### config.mk
export PLATFORM = sky130hd
export DESIGN_NAME = dbtu_cmd_queue
export DESIGN_NICKNAME = d
export VERILOG_FILES = /design/src/hdl/dbtu_pkg.sv /design/src/hdl/dbtu_cmd_queue.sv
export SDC_FILE = /design/constraint.sdc
export NUM_CORES = 1
export LEC_CHECK = 0
export ABC_CLOCK_PERIOD_IN_PS = 2300
export BUFFER_PORTS_ARGS = -buffer_cell sky130_fd_sc_hd__buf_2
export CAP_MARGIN = 20
export CORE_AREA = 2 2 97 136
export CTS_BUF_LIST = sky130_fd_sc_hd__clkbuf_4 sky130_fd_sc_hd__clkbuf_8
export DETAILED_ROUTE_END_ITERATION = 12
export DIE_AREA = 0 0 99 138
export PLACE_DENSITY = 0.67
export SLEW_MARGIN = 20
export SYNTH_ARGS = -nofsm -noshare
export SYNTH_HDL_FRONTEND = slang
export SYNTH_SLANG_ARGS = --single-unit
export TNS_END_PERCENT = 50
### constraint.sdc
create_clock -name clk -period 2.3 [get_ports clk]
set_input_delay 0.23 -clock clk [delete_from_list [all_inputs] [get_ports clk]]
set_output_delay 0.23 -clock clk [all_outputs]
set_load 0.01 [all_outputs]
### src/hdl/dbtu_pkg.sv
// Shared types and constants of the double-byte text to Unicode decoder.
// Depends on nothing; every other file of the block but the macros header imports it.
package dbtu_pkg;

    localparam int FLAG_TABLE_DEPTH = 256;
    localparam int CODE_TABLE_DEPTH = 65536;
    localparam int FLAG_ADDR_W      = $clog2(FLAG_TABLE_DEPTH);
    localparam int CODE_ADDR_W      = $clog2(CODE_TABLE_DEPTH);

    localparam int OP_W    = 2;
    localparam int BYTE_W  = 8;
    localparam int INDEX_W = 16;
    localparam int CODE_W  = 16;

    // Half-width katakana window and its place in the Unicode plane.
    localparam logic [BYTE_W-1:0] KANA_FIRST = 8'hA0;
    localparam logic [BYTE_W-1:0] KANA_END   = 8'hE0;
    localparam logic [CODE_W-1:0] KANA_BASE  = 16'hFF60;

    typedef enum logic [OP_W-1:0] {
        OP_CONVERT    = 2'd0,
        OP_WRITE_FLAG = 2'd1,
        OP_WRITE_CODE = 2'd2
    } dbtu_op_t;

    // Work handed from the front end to the back end.
    typedef enum logic [1:0] {
        CMD_EMIT   = 2'd0,
        CMD_LOOKUP = 2'd1,
        CMD_WRITE  = 2'd2
    } dbtu_cmd_kind_t;

    typedef struct packed {
        dbtu_cmd_kind_t      kind;
        logic [INDEX_W-1:0]  index;
        logic [CODE_W-1:0]   data;
        logic                last;
    } dbtu_cmd_t;

endpackage

### src/hdl/dbtu_cmd_queue.sv
// Short command queue between the front end and the back end.
// Depends on dbtu_pkg for the command type.
module dbtu_cmd_queue
    import dbtu_pkg::*;
#(
    parameter int DEPTH = 4
)
(
    input  logic       clk,
    input  logic       rst_n,
    input  logic       push_valid,
    input  dbtu_cmd_t  push_cmd,
    output logic       push_ready,
    output logic       pop_valid,
    output dbtu_cmd_t  pop_cmd,
    input  logic       pop_ready
);

    localparam int PTR_W = (DEPTH > 1) ? $clog2(DEPTH) : 1;
    localparam int CNT_W = $clog2(DEPTH + 1);

    dbtu_cmd_t          slot_reg [DEPTH];
    logic [PTR_W-1:0]   wr_ptr_reg;
    logic [PTR_W-1:0]   rd_ptr_reg;
    logic [CNT_W-1:0]   count_reg;
    logic               do_push;
    logic               do_pop;

    assign push_ready = count_reg != CNT_W'(DEPTH);
    assign pop_valid  = count_reg != '0;
    assign pop_cmd    = slot_reg[rd_ptr_reg];
    assign do_push    = push_valid && push_ready;
    assign do_pop     = pop_valid && pop_ready;

    always_ff @(posedge clk)
    begin
        if (do_push)
        begin
            slot_reg[wr_ptr_reg] <= push_cmd;
        end
    end

    always_ff @(posedge clk or negedge rst_n)
    begin
        if (!rst_n)
        begin
            wr_ptr_reg <= '0;
            rd_ptr_reg <= '0;
            count_reg  <= '0;
        end
        else
        begin
            if (do_push)
            begin
                wr_ptr_reg <= (wr_ptr_reg == PTR_W'(DEPTH - 1)) ? '0 : wr_ptr_reg + 1'b1;
            end
            if (do_pop)
            begin
                rd_ptr_reg <= (rd_ptr_reg == PTR_W'(DEPTH - 1)) ? '0 : rd_ptr_reg + 1'b1;
            end
            if (do_push && !do_pop)
            begin
                count_reg <= count_reg + 1'b1;
            end
            else if (do_pop && !do_push)
            begin
                count_reg <= count_reg - 1'b1;
            end
        end
    end

endmodule

# Yosys cells after proc, flatten, opt, wreduce, memory -nomap -nowiden
# Memories as Yosys holds them, arrays and structs flattened.
# Cells that the tools add are included.
[op_classes] eq_ne=3 n_addsub=4 reduce_logical=8 n_mux=6
[ops] operator="$mux W3" n=2
[ops] operator="$add A2 B1 Y2 const B" n=2
[ops] operator="$eq A2 B2 Y1 const B" n=2
[ops] operator="$logic_and A1 B1 Y1" n=4
[ops] operator="$mux W2" n=2
[ops] operator="$add A3 B1 Y3 const B" n=1
[ops] operator="$ne A3 B3 Y1 const B" n=1
[ops] operator="$reduce_bool A3 Y1" n=1
[ops] operator="$sub A3 B1 Y3 const B" n=1
[ops] operator="$logic_not A1 Y1" n=2
[ops] operator="$mux W1" n=2
[ops] operator="$reduce_bool A2 Y1" n=1
[totals] regBits=7 mem_bits_rw=140 in_bits=39 memories=1 output_inout_bits=37
[memory_table] name="slot_reg" words=4 word_bits=35 rd=1 rd_ports_with_merged_regs=0 wr=1 line="dbtu_cmd_queue.sv:22" rtl="dbtu_cmd_t slot_reg [DEPTH];"

# Longest topological paths before layout
[logic_depth] word_depth=6 depth_mapped=8 mapped_depth_nobuf=8

# Least setup slack after synthesis
# OpenSTA, ideal clock, no wires.
[synth_path] path_type="reg2reg" start="register count_reg[1]" end="register count_reg[2]" stages_incl_launch_ff=9 arrival_ps=2044 synth_period_minus_slack_ps=2124 n_path_buf=0 path_slack_ps=176 path_cell_list="dfrtp_1 > or3_2 > nand2_1 > ha_1 > inv_1 > fa_1 > xor2_1 > nor2_1 > xor2_1"
[synth_between] elab_chain_cells=5
[synth_lines] item="start: declaration" line="dbtu_cmd_queue.sv:25" rtl="logic [CNT_W-1:0] count_reg;"
[synth_lines] item="start signal: assignment" line="dbtu_cmd_queue.sv:63" rtl="count_reg <= count_reg + 1'b1;"
[synth_lines] item="start signal: assignment" line="dbtu_cmd_queue.sv:67" rtl="count_reg <= count_reg - 1'b1;"
[synth_lines] item="$reduce_bool A3 Y1 *" line="dbtu_cmd_queue.sv:30" rtl="assign pop_valid = count_reg != '0;"
[synth_lines] item="via pop_valid" line="dbtu_cmd_queue.sv:14" rtl="output logic pop_valid,"
[synth_lines] item="$logic_and A1 B1 Y1 *" line="dbtu_cmd_queue.sv:33" rtl="assign do_pop = pop_valid && pop_ready;"
[synth_lines] item="$logic_not A1 Y1" line="dbtu_cmd_queue.sv:61" rtl="if (do_push && !do_pop)"
[synth_lines] item="$logic_and A1 B1 Y1" line="dbtu_cmd_queue.sv:61"
[synth_lines] item="$mux W3 or $reduce_bool A2 Y1 (tied branches)"
# Mark *: on every way through the listed nets, which the timed path passes. The rest lies on a longest branch. The select of a mux whose other input is x is not followed.
# A chain may end at the register's enable or synchronous reset.

# Worst setup path after layout
[layout_path] start="register count_reg[1]" end="register count_reg[2]"
[layout_between] elab_chain_cells=5
[layout_lines] item="parallel branches: the longest is 5 deep, another holds $sub A3 B1 Y3"
# Several ways; the timed one is not identified. The select of a mux whose other input is x is not followed.

==> metrics.log <==
INFO  metric layout_min_cycle_time = 2155 ps
INFO  metric setup_total_negative_slack = 0 ps
INFO  metric h-tree-depth = 4
INFO  metric worst-slew-pin-transition = 1009 ps
INFO  metric power_per_cell_area = 1192 mW/mm2
INFO  metric pin_count = 76
INFO  metric fin_skew = 11.21 ps
INFO  metric asyncSetResetFlopFracSynth = 4.762%
INFO  metric layout.cells.non_filler = 513
INFO  metric floorplan.initialDensity = 43.61%
INFO  metric areaGrowthSynthToFinish = 24.13%
INFO  metric floorplan.die_area = 0.01366 mm2
INFO  metric detail-route-antenna-nets = 0
INFO  metric synth_top_cells_by_area = sky130_fd_sc_hd__edfxtp_1 (77%), sky130_fd_sc_hd__mux4_2 (14%), sky130_fd_sc_hd__dfrtp_1 (3.2%)
INFO  metric dr.pass1.iters = 4
INFO  metric crit_type = register to register
INFO  metric num_antenna_cells = 0
INFO  metric clkSlewWorstSetupHoldPaths = 80 ps
INFO  metric row_count = 49
INFO  metric timing.max_slew.rel_slack = 32.73%
INFO  metric routed_wire_length_per_instance = 18.44 um
INFO  metric dpl_cell_area = 0.006066 mm2
INFO  metric grt_first_pass_wirelength = 14.86 mm
INFO  metric power.ir.vdd_worst = 0.8653 mV
INFO  metric tritoncts = done
INFO  metric overflow = 0
INFO  metric grt_setup_unrepaired = no
INFO  metric final_layout_size_suffix_gt1_share = 45.28%
INFO  metric synth.yosys.warnings = 0
INFO  metric grt_antenna_before_repair = 0
INFO  metric grt.total_usage = 14.77%
INFO  metric worst_path_largest_cell_delay = 500 ps
INFO  metric worst_path_most_repeated_cell = sky130_fd_sc_hd__xor2_1
INFO  metric synth-edff-count = 140
INFO  metric avg_synthesized_cell_area = 25.03 um2
INFO  metric place.detailed.instances = 442
INFO  metric crit_fanout = 3
INFO  metric via_count_of_the_first_global_routing_pass = 2828
INFO  metric synth_cells = 219
INFO  metric synthMostInstantiatedCell = sky130_fd_sc_hd__edfxtp_1
INFO  metric crit_path_cell_trace = or3_2 -> nand2_2 -> ha_2 -> inv_1 -> fa_1 -> xor2_1 -> nor2_1 -> xor2_1
INFO  metric critical_path_arrival = 2510 ps
INFO  metric num-nets-final = 393
INFO  metric place.port_buffers = 75
INFO  metric clock_sinks = 147
INFO  metric vias_per_std_cell = 5.097
INFO  metric largest_reg_flops = 140
INFO  metric yosysSeqAreaShare = 79.89%
INFO  metric netlist_area = 0.005482 mm2
INFO  metric cp_data_required_time = 2660 ps
INFO  metric max_clock_freq = 0.4641 GHz
INFO  metric netlist.top_cell.by_area = sky130_fd_sc_hd__edfxtp_1
INFO  metric report.final.slew_viol_count = 0
INFO  metric place.gp.congestion = 0.7251
INFO  metric critical_path.reg2reg.startpoint = count_reg[1]
INFO  metric post-route-period-util = 93.68%
INFO  metric cpMaxStageDelayCell = sky130_fd_sc_hd__or3_2
INFO  metric crit-reg2reg-capture = count_reg[2]
INFO  metric timing_hold_violations_final = 0
INFO  metric ys_top_cells_by_count = sky130_fd_sc_hd__edfxtp_1 (140), sky130_fd_sc_hd__mux4_2 (35), sky130_fd_sc_hd__dfrtp_1 (7), sky130_fd_sc_hd__ha_1 (6), sky130_fd_sc_hd__and3_2 (4)
INFO  metric cts.root.buffer_cell = sky130_fd_sc_hd__clkbuf_8
INFO  metric drc_errors = 0
INFO  metric finalInstanceArea = 0.006804 mm2
INFO  metric postSynthNetCount = 265
INFO  metric synth_seq_cells = 147
INFO  metric grt_max_degree = 36
INFO  metric synth.distinct_cells = 19
INFO  metric rrSetupSlack = 150 ps
INFO  metric startpoint_type = register
INFO  metric dpl.hpwl = 5.458 mm
INFO  metric worstRegToRegCells = 8
INFO  metric p_leak = 2.395 nW
INFO  metric ys_dominant_reg_cell = sky130_fd_sc_hd__edfxtp_1
INFO  metric num-fill-cells = 968
INFO  metric netlist.area_leader.share = 76.69%
INFO  metric cts_buffer_depth = 2
INFO  metric insertion_delay = 440 ps
INFO  metric floorplan.die.width = 99 um
INFO  metric run_status = finished clean
INFO  metric die_y = 138 um
INFO  metric drt-total-wl = 9.460 mm
INFO  metric num_vias = 2615
INFO  metric min_path_type = input port to async pin
INFO  metric worst_setup_path_end_kind = register
INFO  metric area_of_the_multi_input_gates = 0.001051 mm2
INFO  metric setup_viol = 0
INFO  metric number_of_buffers_created_by_cts = 17
INFO  metric cap_viol_max_count = 0
INFO  metric drt_iter0_drc = 123
INFO  metric placeableCoreArea = 0.01257 mm2
INFO  metric sequential_cell_area = 0.004383 mm2
## where the power goes
group,switching [mW],internal [mW]
logic,1.26,1.30
registers,0.238,3.56
clock network,0.913,0.840
total,2.41,5.70
## layout by cell type, fill, tap and decap left out, types with 4 or more instances in the layout
cell                            count
sky130_fd_sc_hd__edfxtp_1         140
sky130_fd_sc_hd__buf_2             75
sky130_fd_sc_hd__dlygate4sd3_1     36
sky130_fd_sc_hd__mux4_2            35
sky130_fd_sc_hd__clkbuf_8          17
sky130_fd_sc_hd__clkinv_2           7
sky130_fd_sc_hd__ha_1               5
sky130_fd_sc_hd__and3_2             4
sky130_fd_sc_hd__dfrtp_1            4
## layer usage
layer  vias up  GRT usage (%)  share of wire, %
met4         0          7.066               2.4
met3        15          4.247               3.4
li1       1181              -                 -
met5         -              0                 0
met2        64          24.57                54
met1      1355          17.61                40
## cell type report
type	count	area share, %
Tap cell	153	2.814
Sequential cell	147	64.42
Inverter	3	0.1655
Clock inverter	15	1.692
Multi-Input combinational cell	61	15.45
Clock buffer	17	3.439
Timing Repair Buffer	117	12.03
## cell families (layout without fill, tap and decap cells)
| logic type | after synthesis | in the layout | synth area share (%) |
|---|---|---|---|
| adders and majority gates | 7 | 7 | 1.735 |
| muxes | 40 | 40 | 15.54 |
| DFF | 147 | 147 | 79.89 |
| buffers and inverters | 11 | 152 | 1.027 |
| xor gates and xnor gates | 3 | 3 | 0.4794 |
| and+or+nand+nor | 11 | 11 | 1.324 |
## how the worst max path moves through the flow
stage / startpoint / end / cells after the start
2_1_floorplan: count_reg[1] / count_reg[2] / 8
3_3_place_gp: count_reg[1] / count_reg[2] / 8
3_5_place_dp: count_reg[1] / count_reg[2] / 8
4_1_cts: count_reg[1] / count_reg[2] / 8
5_1_grt: count_reg[1] / count_reg[2] / 8
6_report: count_reg[1] / count_reg[2] / 8
## stage by stage
stage,hold WS [ps],setup WS (ps),total power [mW],util [%]
2_1_floorplan,-65.59,176.5,5.418,-
3_3_place_gp,71.90,153.6,6.323,48.26
3_5_place_dp,70.70,89.16,6.393,48.26
4_1_cts,116.2,53.01,8.192,53.91
5_1_grt,127.9,22.08,8.547,54.14
6_report,143.6,145.5,8.109,54.14
## critical path, delay by kind of cell, from the launching register on
family | cells | cell delay (ps)
AND/OR/NAND/NOR | 3 | 720
flip-flops | 1 | 400
XOR/XNOR | 2 | 320
adder cells (fa/ha/maj) | 2 | 570
buffers and inverters | 1 | 60
## what timing repair did
action	4_1_cts	5_1_grt
setup endpoints to repair	0	1
resized for setup	0	3
setup buffers	0	3
hold buffers	36	0
hold endpoints to repair	146	0
(Power assumes the default switching activity.)
